--- config.mk ---
export PLATFORM = sky130hd
export DESIGN_NAME = base64_stream_encoder_flat
export DESIGN_NICKNAME = d
export VERILOG_FILES = /design/src/rtl/b64e_pkg.sv /design/src/rtl/b64e_byte_if.sv /design/src/rtl/b64e_char_if.sv /design/src/rtl/base64_stream_encoder.sv /design/src/rtl/b64e_front.sv /design/src/rtl/b64e_queue.sv /design/src/rtl/b64e_back.sv /design/src/flat_wrapper.sv
export SDC_FILE = /design/constraint.sdc
export NUM_CORES = 1
export LEC_CHECK = 0
export ABC_CLOCK_PERIOD_IN_PS = 2200
export BUFFER_PORTS_ARGS = -buffer_cell sky130_fd_sc_hd__buf_2
export CAP_MARGIN = 20
export CORE_MARGIN = 2
export CORE_UTILIZATION = 39
export DETAILED_ROUTE_END_ITERATION = 10
export PLACE_DENSITY = 0.64
export SETUP_SLACK_MARGIN = 0.2
export SYNTH_ARGS = -nofsm -noshare
export SYNTH_HDL_FRONTEND = slang
export SYNTH_SLANG_ARGS = --single-unit
--- constraint.sdc ---
create_clock -name clk_i -period 2.2 [get_ports clk_i]
set_input_delay 0.22 -clock clk_i [delete_from_list [all_inputs] [get_ports clk_i]]
set_output_delay 0.22 -clock clk_i [all_outputs]
set_load 0.03 [all_outputs]
--- src/rtl/b64e_pkg.sv ---
// Shared types, constants and the Base64 alphabet for the stream encoder.
package b64e_pkg;

  localparam int unsigned ByteW    = 8;
  localparam int unsigned CharW    = 7;
  localparam int unsigned SextetW  = 6;
  localparam int unsigned QueueDepth = 2;
  localparam int unsigned QueuePtrW  = $clog2(QueueDepth);
  localparam int unsigned QueueCntW  = $clog2(QueueDepth + 1);

  localparam logic [CharW-1:0] PadChar = 7'h3D;

  typedef enum logic [1:0] {
    PhaseFirst  = 2'd0,
    PhaseSecond = 2'd1,
    PhaseThird  = 2'd2,
    PhaseSpare  = 2'd3
  } phase_e;

  typedef struct packed {
    logic [SextetW-1:0] s0;
    logic [SextetW-1:0] s1;
    logic [1:0]         cnt_m1;
    logic               eom;
  } job_t;

  function automatic logic [CharW-1:0] sextet_char(input logic [SextetW-1:0] v);
    logic [CharW-1:0] v7;
    v7 = {1'b0, v};
    if (v < 6'd26) begin
      sextet_char = v7 + 7'd65;
    end else if (v < 6'd52) begin
      sextet_char = v7 + 7'd71;
    end else if (v < 6'd62) begin
      sextet_char = v7 - 7'd4;
    end else if (v == 6'd62) begin
      sextet_char = 7'h2B;
    end else begin
      sextet_char = 7'h2F;
    end
  endfunction

endpackage

--- src/rtl/b64e_byte_if.sv ---
// Byte channel: raw message bytes with an end-of-message flag.
interface b64e_byte_if;
  logic       valid;
  logic       ready;
  logic [7:0] data_byte;
  logic       end_of_message;

  modport source (output valid, output data_byte, output end_of_message, input ready);
  modport sink   (input valid, input data_byte, input end_of_message, output ready);
endinterface

--- src/rtl/b64e_char_if.sv ---
// Character channel: encoded Base64 characters with a final-character flag.
interface b64e_char_if;
  logic       valid;
  logic       ready;
  logic [6:0] text_char;
  logic       last_char;

  modport source (output valid, output text_char, output last_char, input ready);
  modport sink   (input valid, input text_char, input last_char, output ready);
endinterface

--- src/rtl/base64_stream_encoder.sv ---
// Top level of the Base64 stream encoder: front end, job queue and back end.
//
//   channel    dir   payload                        handshake
//   byte_in    in    data_byte[7:0], end_of_message valid / ready
//   char_out   out   text_char[6:0], last_char      valid / ready
//
// Each byte yields 1 or 2 characters, up to 4 on the final byte.
// The character back end emits one character per cycle while char_out is ready and sets the sustained rate.
// byte_in.ready drops only while the two-entry job queue is full.
// Output is registered; a stalled char_out holds its character and the queue absorbs input.
// Reset clears phase, leftover bits, queue and output valid; no clearing pass.
module base64_stream_encoder
  import b64e_pkg::*;
(
  input  logic         clk_i,
  input  logic         rst_ni,
  b64e_byte_if.sink    byte_in,
  b64e_char_if.source  char_out
);

  logic push;
  job_t push_job;
  logic full;
  logic avail;
  logic pop;
  job_t pop_job;

  b64e_front u_front (
    .clk_i   (clk_i),
    .rst_ni  (rst_ni),
    .byte_in (byte_in),
    .full_i  (full),
    .push_o  (push),
    .job_o   (push_job)
  );

  b64e_queue u_queue (
    .clk_i      (clk_i),
    .rst_ni     (rst_ni),
    .push_i     (push),
    .push_job_i (push_job),
    .pop_i      (pop),
    .full_o     (full),
    .avail_o    (avail),
    .pop_job_o  (pop_job)
  );

  b64e_back u_back (
    .clk_i    (clk_i),
    .rst_ni   (rst_ni),
    .avail_i  (avail),
    .job_i    (pop_job),
    .pop_o    (pop),
    .char_out (char_out)
  );

endmodule

--- src/rtl/b64e_front.sv ---
// Front end: accepts bytes, tracks the group phase and forms one character job per byte.
module b64e_front
  import b64e_pkg::*;
(
  input  logic         clk_i,
  input  logic         rst_ni,
  b64e_byte_if.sink    byte_in,
  input  logic         full_i,
  output logic         push_o,
  output job_t         job_o
);

  phase_e          phase_q, phase_d;
  logic [3:0]      left_q, left_d;
  logic [ByteW-1:0] b;
  logic            eom;

  assign b              = byte_in.data_byte;
  assign eom            = byte_in.end_of_message;
  assign byte_in.ready  = ~full_i;
  assign push_o         = byte_in.valid & ~full_i;

  always_comb begin
    job_o   = '0;
    phase_d = phase_q;
    left_d  = left_q;
    job_o.eom = eom;
    unique case (phase_q)
      PhaseSecond: begin
        job_o.s0     = {left_q[1:0], b[7:4]};
        job_o.s1     = {b[3:0], 2'b00};
        job_o.cnt_m1 = eom ? 2'd2 : 2'd0;
        left_d       = b[3:0];
        phase_d      = PhaseThird;
      end
      PhaseThird: begin
        job_o.s0     = {left_q[3:0], b[7:6]};
        job_o.s1     = b[5:0];
        job_o.cnt_m1 = 2'd1;
        left_d       = 4'd0;
        phase_d      = PhaseFirst;
      end
      default: begin
        job_o.s0     = b[7:2];
        job_o.s1     = {b[1:0], 4'b0000};
        job_o.cnt_m1 = eom ? 2'd3 : 2'd0;
        left_d       = {2'b00, b[1:0]};
        phase_d      = PhaseSecond;
      end
    endcase
    if (eom) begin
      left_d  = 4'd0;
      phase_d = PhaseFirst;
    end
  end

  always_ff @(posedge clk_i or negedge rst_ni) begin
    if (!rst_ni) begin
      phase_q <= PhaseFirst;
      left_q  <= 4'd0;
    end else if (push_o) begin
      phase_q <= phase_d;
      left_q  <= left_d;
    end
  end

endmodule

--- src/rtl/b64e_queue.sv ---
// Two-entry job queue between the front end and the character back end.
module b64e_queue
  import b64e_pkg::*;
(
  input  logic clk_i,
  input  logic rst_ni,
  input  logic push_i,
  input  job_t push_job_i,
  input  logic pop_i,
  output logic full_o,
  output logic avail_o,
  output job_t pop_job_o
);

  job_t                 mem_q [QueueDepth];
  logic [QueuePtrW-1:0] wr_ptr_q;
  logic [QueuePtrW-1:0] rd_ptr_q;
  logic [QueueCntW-1:0] cnt_q;
  logic                 do_pop;

  assign full_o    = (cnt_q == QueueCntW'(QueueDepth));
  assign avail_o   = (cnt_q != '0);
  assign pop_job_o = mem_q[rd_ptr_q];
  assign do_pop    = pop_i & avail_o;

  always_ff @(posedge clk_i) begin
    if (push_i) begin
      mem_q[wr_ptr_q] <= push_job_i;
    end
  end

  always_ff @(posedge clk_i or negedge rst_ni) begin
    if (!rst_ni) begin
      wr_ptr_q <= '0;
      rd_ptr_q <= '0;
      cnt_q    <= '0;
    end else begin
      if (push_i) begin
        wr_ptr_q <= wr_ptr_q + 1'b1;
      end
      if (do_pop) begin
        rd_ptr_q <= rd_ptr_q + 1'b1;
      end
      if (push_i && !do_pop) begin
        cnt_q <= cnt_q + 1'b1;
      end else if (!push_i && do_pop) begin
        cnt_q <= cnt_q - 1'b1;
      end
    end
  end

endmodule

--- src/rtl/b64e_back.sv ---
// Back end: walks each job one character per cycle, unless stalled, into a registered output.
module b64e_back
  import b64e_pkg::*;
(
  input  logic         clk_i,
  input  logic         rst_ni,
  input  logic         avail_i,
  input  job_t         job_i,
  output logic         pop_o,
  b64e_char_if.source  char_out
);

  job_t             cur_q;
  logic             cur_valid_q;
  logic [1:0]       idx_q;
  logic             out_valid_q;
  logic [CharW-1:0] out_char_q;
  logic             out_last_q;
  logic             load_out;
  logic             cur_done;
  logic [CharW-1:0] next_char;

  assign load_out = cur_valid_q & (~out_valid_q | char_out.ready);
  assign cur_done = load_out & (idx_q == cur_q.cnt_m1);
  assign pop_o    = ~cur_valid_q | cur_done;

  always_comb begin
    case (idx_q)
      2'd0:    next_char = sextet_char(cur_q.s0);
      2'd1:    next_char = sextet_char(cur_q.s1);
      default: next_char = PadChar;
    endcase
  end

  always_ff @(posedge clk_i or negedge rst_ni) begin
    if (!rst_ni) begin
      cur_valid_q <= 1'b0;
      idx_q       <= 2'd0;
      out_valid_q <= 1'b0;
    end else begin
      if (pop_o && avail_i) begin
        cur_valid_q <= 1'b1;
        idx_q       <= 2'd0;
      end else if (cur_done) begin
        cur_valid_q <= 1'b0;
      end else if (load_out) begin
        idx_q <= idx_q + 2'd1;
      end
      if (load_out) begin
        out_valid_q <= 1'b1;
      end else if (char_out.ready) begin
        out_valid_q <= 1'b0;
      end
    end
  end

  always_ff @(posedge clk_i) begin
    if (pop_o && avail_i) begin
      cur_q <= job_i;
    end
    if (load_out) begin
      out_char_q <= next_char;
      out_last_q <= cur_q.eom & (idx_q == cur_q.cnt_m1);
    end
  end

  assign char_out.valid     = out_valid_q;
  assign char_out.text_char = out_char_q;
  assign char_out.last_char = out_last_q;

endmodule

--- src/flat_wrapper.sv ---
// flat-port wrapper written by rule: the top's interface ports become plain ports
module base64_stream_encoder_flat import b64e_pkg::*;
  (clk_i, rst_ni, byte_in_valid, byte_in_data_byte, byte_in_end_of_message, byte_in_ready, char_out_valid, char_out_text_char, char_out_last_char, char_out_ready);
  b64e_byte_if byte_in_i ();
  b64e_char_if char_out_i ();
  input  logic clk_i;
  input  logic rst_ni;
  input wire logic [$bits(byte_in_i.valid)-1:0] byte_in_valid;
  input wire logic [$bits(byte_in_i.data_byte)-1:0] byte_in_data_byte;
  input wire logic [$bits(byte_in_i.end_of_message)-1:0] byte_in_end_of_message;
  output wire logic [$bits(byte_in_i.ready)-1:0] byte_in_ready;
  output wire logic [$bits(char_out_i.valid)-1:0] char_out_valid;
  output wire logic [$bits(char_out_i.text_char)-1:0] char_out_text_char;
  output wire logic [$bits(char_out_i.last_char)-1:0] char_out_last_char;
  input wire logic [$bits(char_out_i.ready)-1:0] char_out_ready;
  assign byte_in_i.valid = byte_in_valid;
  assign byte_in_i.data_byte = byte_in_data_byte;
  assign byte_in_i.end_of_message = byte_in_end_of_message;
  assign byte_in_ready = byte_in_i.ready;
  assign char_out_valid = char_out_i.valid;
  assign char_out_text_char = char_out_i.text_char;
  assign char_out_last_char = char_out_i.last_char;
  assign char_out_i.ready = char_out_ready;
  base64_stream_encoder u_core (.clk_i(clk_i), .rst_ni(rst_ni), .byte_in(byte_in_i), .char_out(char_out_i));
endmodule
==> out/summary.txt <==
======================================================================================
Run status                                                                complete, no violations
Worst slack after detailed placement                                          0.159 ns
Per-cell via count in the routed design                                           5.19
Met3 Resource Use GR                                                             4.03%
Slew Limit Headroom                                                              56.2%
Largest net degree at the start of global routing                                   23
Most crowded layer after global routing                                           met2
Minimum clock period after layout                                              2.00 ns
Post-synthesis average cell area                                            12.3 sq um
Path class of the lowest-slack min-delay path                             input port to flip-flop
Met2 usage                                                                       22.4%
Area of all sequential standard cells                                     0.00194 sq mm
Standard-cell row count                                                             34
Share of the core filled with cells                                              46.8%
Clock slew at the register clock pins of the worst setup and hold paths        0.08 ns
Placed Instance Area                                                      0.00367 sq mm
Width of the chip                                                         97.7 microns
Area of the placeable core                                                0.00859 sq mm
Detailed placement HPWL                                                   4400 microns
Worst reg2reg path depth                                                             6
Number of nets in the layout                                                       353
Kind of start point of the critical path                                     flip-flop
Fraction of the cycle the final worst path needs                                 90.7%
Post-synthesis register bit count                                                   67
Number of top-level design ports                                                    23
Number of enable-type register cells in the synthesized netlist                     53
Synth async-reset ratio                                                          20.9%
Final standard cell area without fillers                                  0.00402 sq mm
Met1 demand-to-capacity share in global routing                                  17.2%
Count of input and output buffers                                                   22
Diodes inserted                                                                      0
Worst path arrival time                                                        2.07 ns
Final standard cell count with taps included and fillers excluded                  437
Maximum count of clock buffers along a single path                                   2
Capturing element type of the critical path                                  flip-flop
CP max stage cell                                                             edfxtp_1
Vias in the first global route                                                    2249
Critical path required time                                                    2.28 ns
Total area of multi-input combinational cells                             0.00141 sq mm
Cell count after synthesis                                                         279
Clock sink total                                                                    67
Cts bufs inserted                                                                    9
Maximum VDD drop                                                              0.783 mV
Combined global-route utilization of all metal layers                            13.9%
Cell with the most instances after synthesis                                  edfxtp_1
Clock tree from TritonCTS                                                        built
Proportion of layout cells with a drive suffix above 1                           25.8%
Worst Max-Slew Pin Slew                                                       0.657 ns
Final count of hold timing violations                                                0
Die Area                                                                  0.00954 sq mm
Hold Path Depth                                                                      2
Total power divided by cell area                                          1480 mW/mm^2
Leakage power                                                                  1.58 nW
Fraction of synthesized cell area taken by the top area cell type                46.5%
Drt drc                                                                              0
Unique masters post-synth                                                           45
Number of iterations in the first detailed-routing pass                              4
Commonest cells in the netlist                                            edfxtp_1 (53), nand2_1 (24), inv_1 (17)
Biggest area contributors in the synthesized netlist                      edfxtp_1 (47%), dfrtp_1 (10%), ha_1 (5.9%)
Net Count, Synth                                                                   308
GP Congestion                                                                    0.918
Sum Neg Setup Slack                                                               0 ns
Die outline height                                                        97.7 microns
Upper clock frequency limit                                                    501 MHz
Sequential share of the synthesized area                                         56.8%
Worst hold slack after final layout                                           0.149 ns
Antenna violations before repair                                                     0
Max-slew violation count                                                             0
Routed wire length                                                        6300 microns
Number of placed instances with taps included                                      406
Overall power after layout                                                     5.94 mW
Iter 0 DRT Violations                                                               81
Largest fanout on the critical path                                                  8
Worst Setup Slack, final                                                      0.204 ns
Maximum clock skew at final layout                                           0.0140 ns
Worst Setup Path Type                                                     flip-flop to flip-flop
Endpoints failing setup                                                              0
Wire length of the first global-routing pass                              10600 microns
Post-route ant nets                                                                  0
Largest stage delay on the critical path                                       0.47 ns
Clock latency reported for the late side of the worst-skew pair                0.34 ns
Root Buffer                                                                   clkbuf_8
Post-synth top flop                                                           edfxtp_1
YS warnings                                                                          0
Post-synth top area cell                                                      edfxtp_1
Average detailed-routed wire length per instance                          14.4 microns
RSZ-0062 raised after global routing                                              true
Initial core utilization                                                         39.8%
Post-synthesis cell area                                                  0.00342 sq mm
FILL cells                                                                         766
Total gr overflow                                                                    0
Cell-by-cell trace of the critical path                                   ha_1, a21o_1, a21oi_4, nand2b_1, nor4_1, or3_1
Detailed-route via count                                                          2269
Maximum capacitance violations                                                       0
Number of levels the H-tree was split into                                           3
Growth of design area from synthesis to finish                                   17.6%
======================================================================================
-- cell usage in the layout, fill, tap and decap left out, types with 2 or more instances in the layout --
cell type	instances
nand4_1	3
buf_4	18
inv_6	2
edfxtp_1	53
nor3_1	5
nor2_1	10
a21o_1	4
nand2_1	24
clkbuf_16	2
xor2_1	5
buf_2	22
a22oi_1	10
a211oi_1	3
a21oi_4	3
nand2b_1	4
a211o_1	2
a21oi_1	4
o21ai_0	14
or3_1	2
xnor2_1	12
clkinv_4	2
clkbuf_8	9
inv_1	17
nand3b_1	3
mux2_2	16
nor2b_1	2
a22o_1	6
nor4_1	2
and2_1	3
dfrtp_1	14
and3_1	2
ha_1	16
or2_1	2
nand3_1	9
nor3_2	2
o311ai_1	3
o211ai_1	3
a21oi_2	3
-- registers in the layout, indices dropped and copies added (netlist names), 2 cells and up --
name / count
u_core.u_back.char_out.text_char: 7
u_core.u_front.left_q: 4
u_core.u_queue.cnt_q: 2
u_core.u_back.cur_q: 15
u_core.u_queue.mem_q: 30
u_core.u_front.phase_q: 2
u_core.u_back.idx_q: 2
-- critical path, delay by kind of cell, from the launching register on --
family	cells	cell delay, ns
DFF	1	0.47
adders and majority gates	1	0.31
AOI/OAI and AO/OA	2	0.44
and+or+nand+nor	3	0.53
-- cell families (layout without fill, tap and decap cells) --
| logic type | after synthesis | in the layout | synth area share, % |
|---|---|---|---|
| AND/OR/NAND/NOR | 78 | 78 | 12.1 |
| AO/OA/AOI/OAI | 59 | 60 | 12.3 |
| buffers and inverters | 25 | 74 | 3.00 |
| adder cells (fa/ha/maj) | 16 | 16 | 5.85 |
| multiplexers | 17 | 17 | 5.56 |
| XOR/XNOR | 17 | 17 | 4.35 |
| flip-flops | 67 | 67 | 56.8 |
-- area by class of cell --
class / instances / share of cell area [%]
clock buffers: 11 / 4.32
clock inverters: 5 / 0.996
inverters: 17 / 1.59
multi-input cells: 188 / 35.1
flip-flops and latches: 67 / 48.3
well taps: 108 / 3.36
repair buffers: 41 / 6.35
-- final timing paths --
kind | startpoint | end | slack (ns)
min in group asynchronous | rst_ni | u_core.u_queue.wr_ptr_q | 0.30
hold reg to reg | u_core.u_queue.cnt_q[1] | u_core.u_queue.cnt_q[1] | 0.50
hold / removal | byte_in_data_byte[1] | u_core.u_front.left_q[1] | 0.15
max in group asynchronous | rst_ni | u_core.u_back.idx_q[1] | 1.64
setup / recovery | u_core.u_back.cur_q[6] | u_core.u_back.char_out.text_char[2] | 0.20
setup reg to reg | u_core.u_back.cur_q[6] | u_core.u_back.char_out.text_char[2] | 0.20
-- power by group --
group | leakage (nW) | internal (mW) | switching (mW) | total, mW
clock network | 0.111 | 0.556 | 0.471 | 1.03
logic | 0.799 | 1.08 | 1.45 | 2.53
registers | 0.668 | 2.04 | 0.344 | 2.38
total | 1.58 | 3.67 | 2.27 | 5.94
-- layer usage --
metal | vias to the layer above | part of all wire (%)
li1 | 1130 | -
met5 | - | 0
met1 | 1066 | 45
met3 | 16 | 3.7
met2 | 57 | 48
met4 | 0 | 2.7
-- what timing repair did --
action | CTS | global route
endpoints found under the hold margin | 14 | 0
resized for setup | 0 | 4
hold buffers | 1 | 0
buffers inserted | 2 | 11
cloned | 0 | 1
endpoints found under the setup margin | 1 | 4
Power figures use the tool's default switching activity.
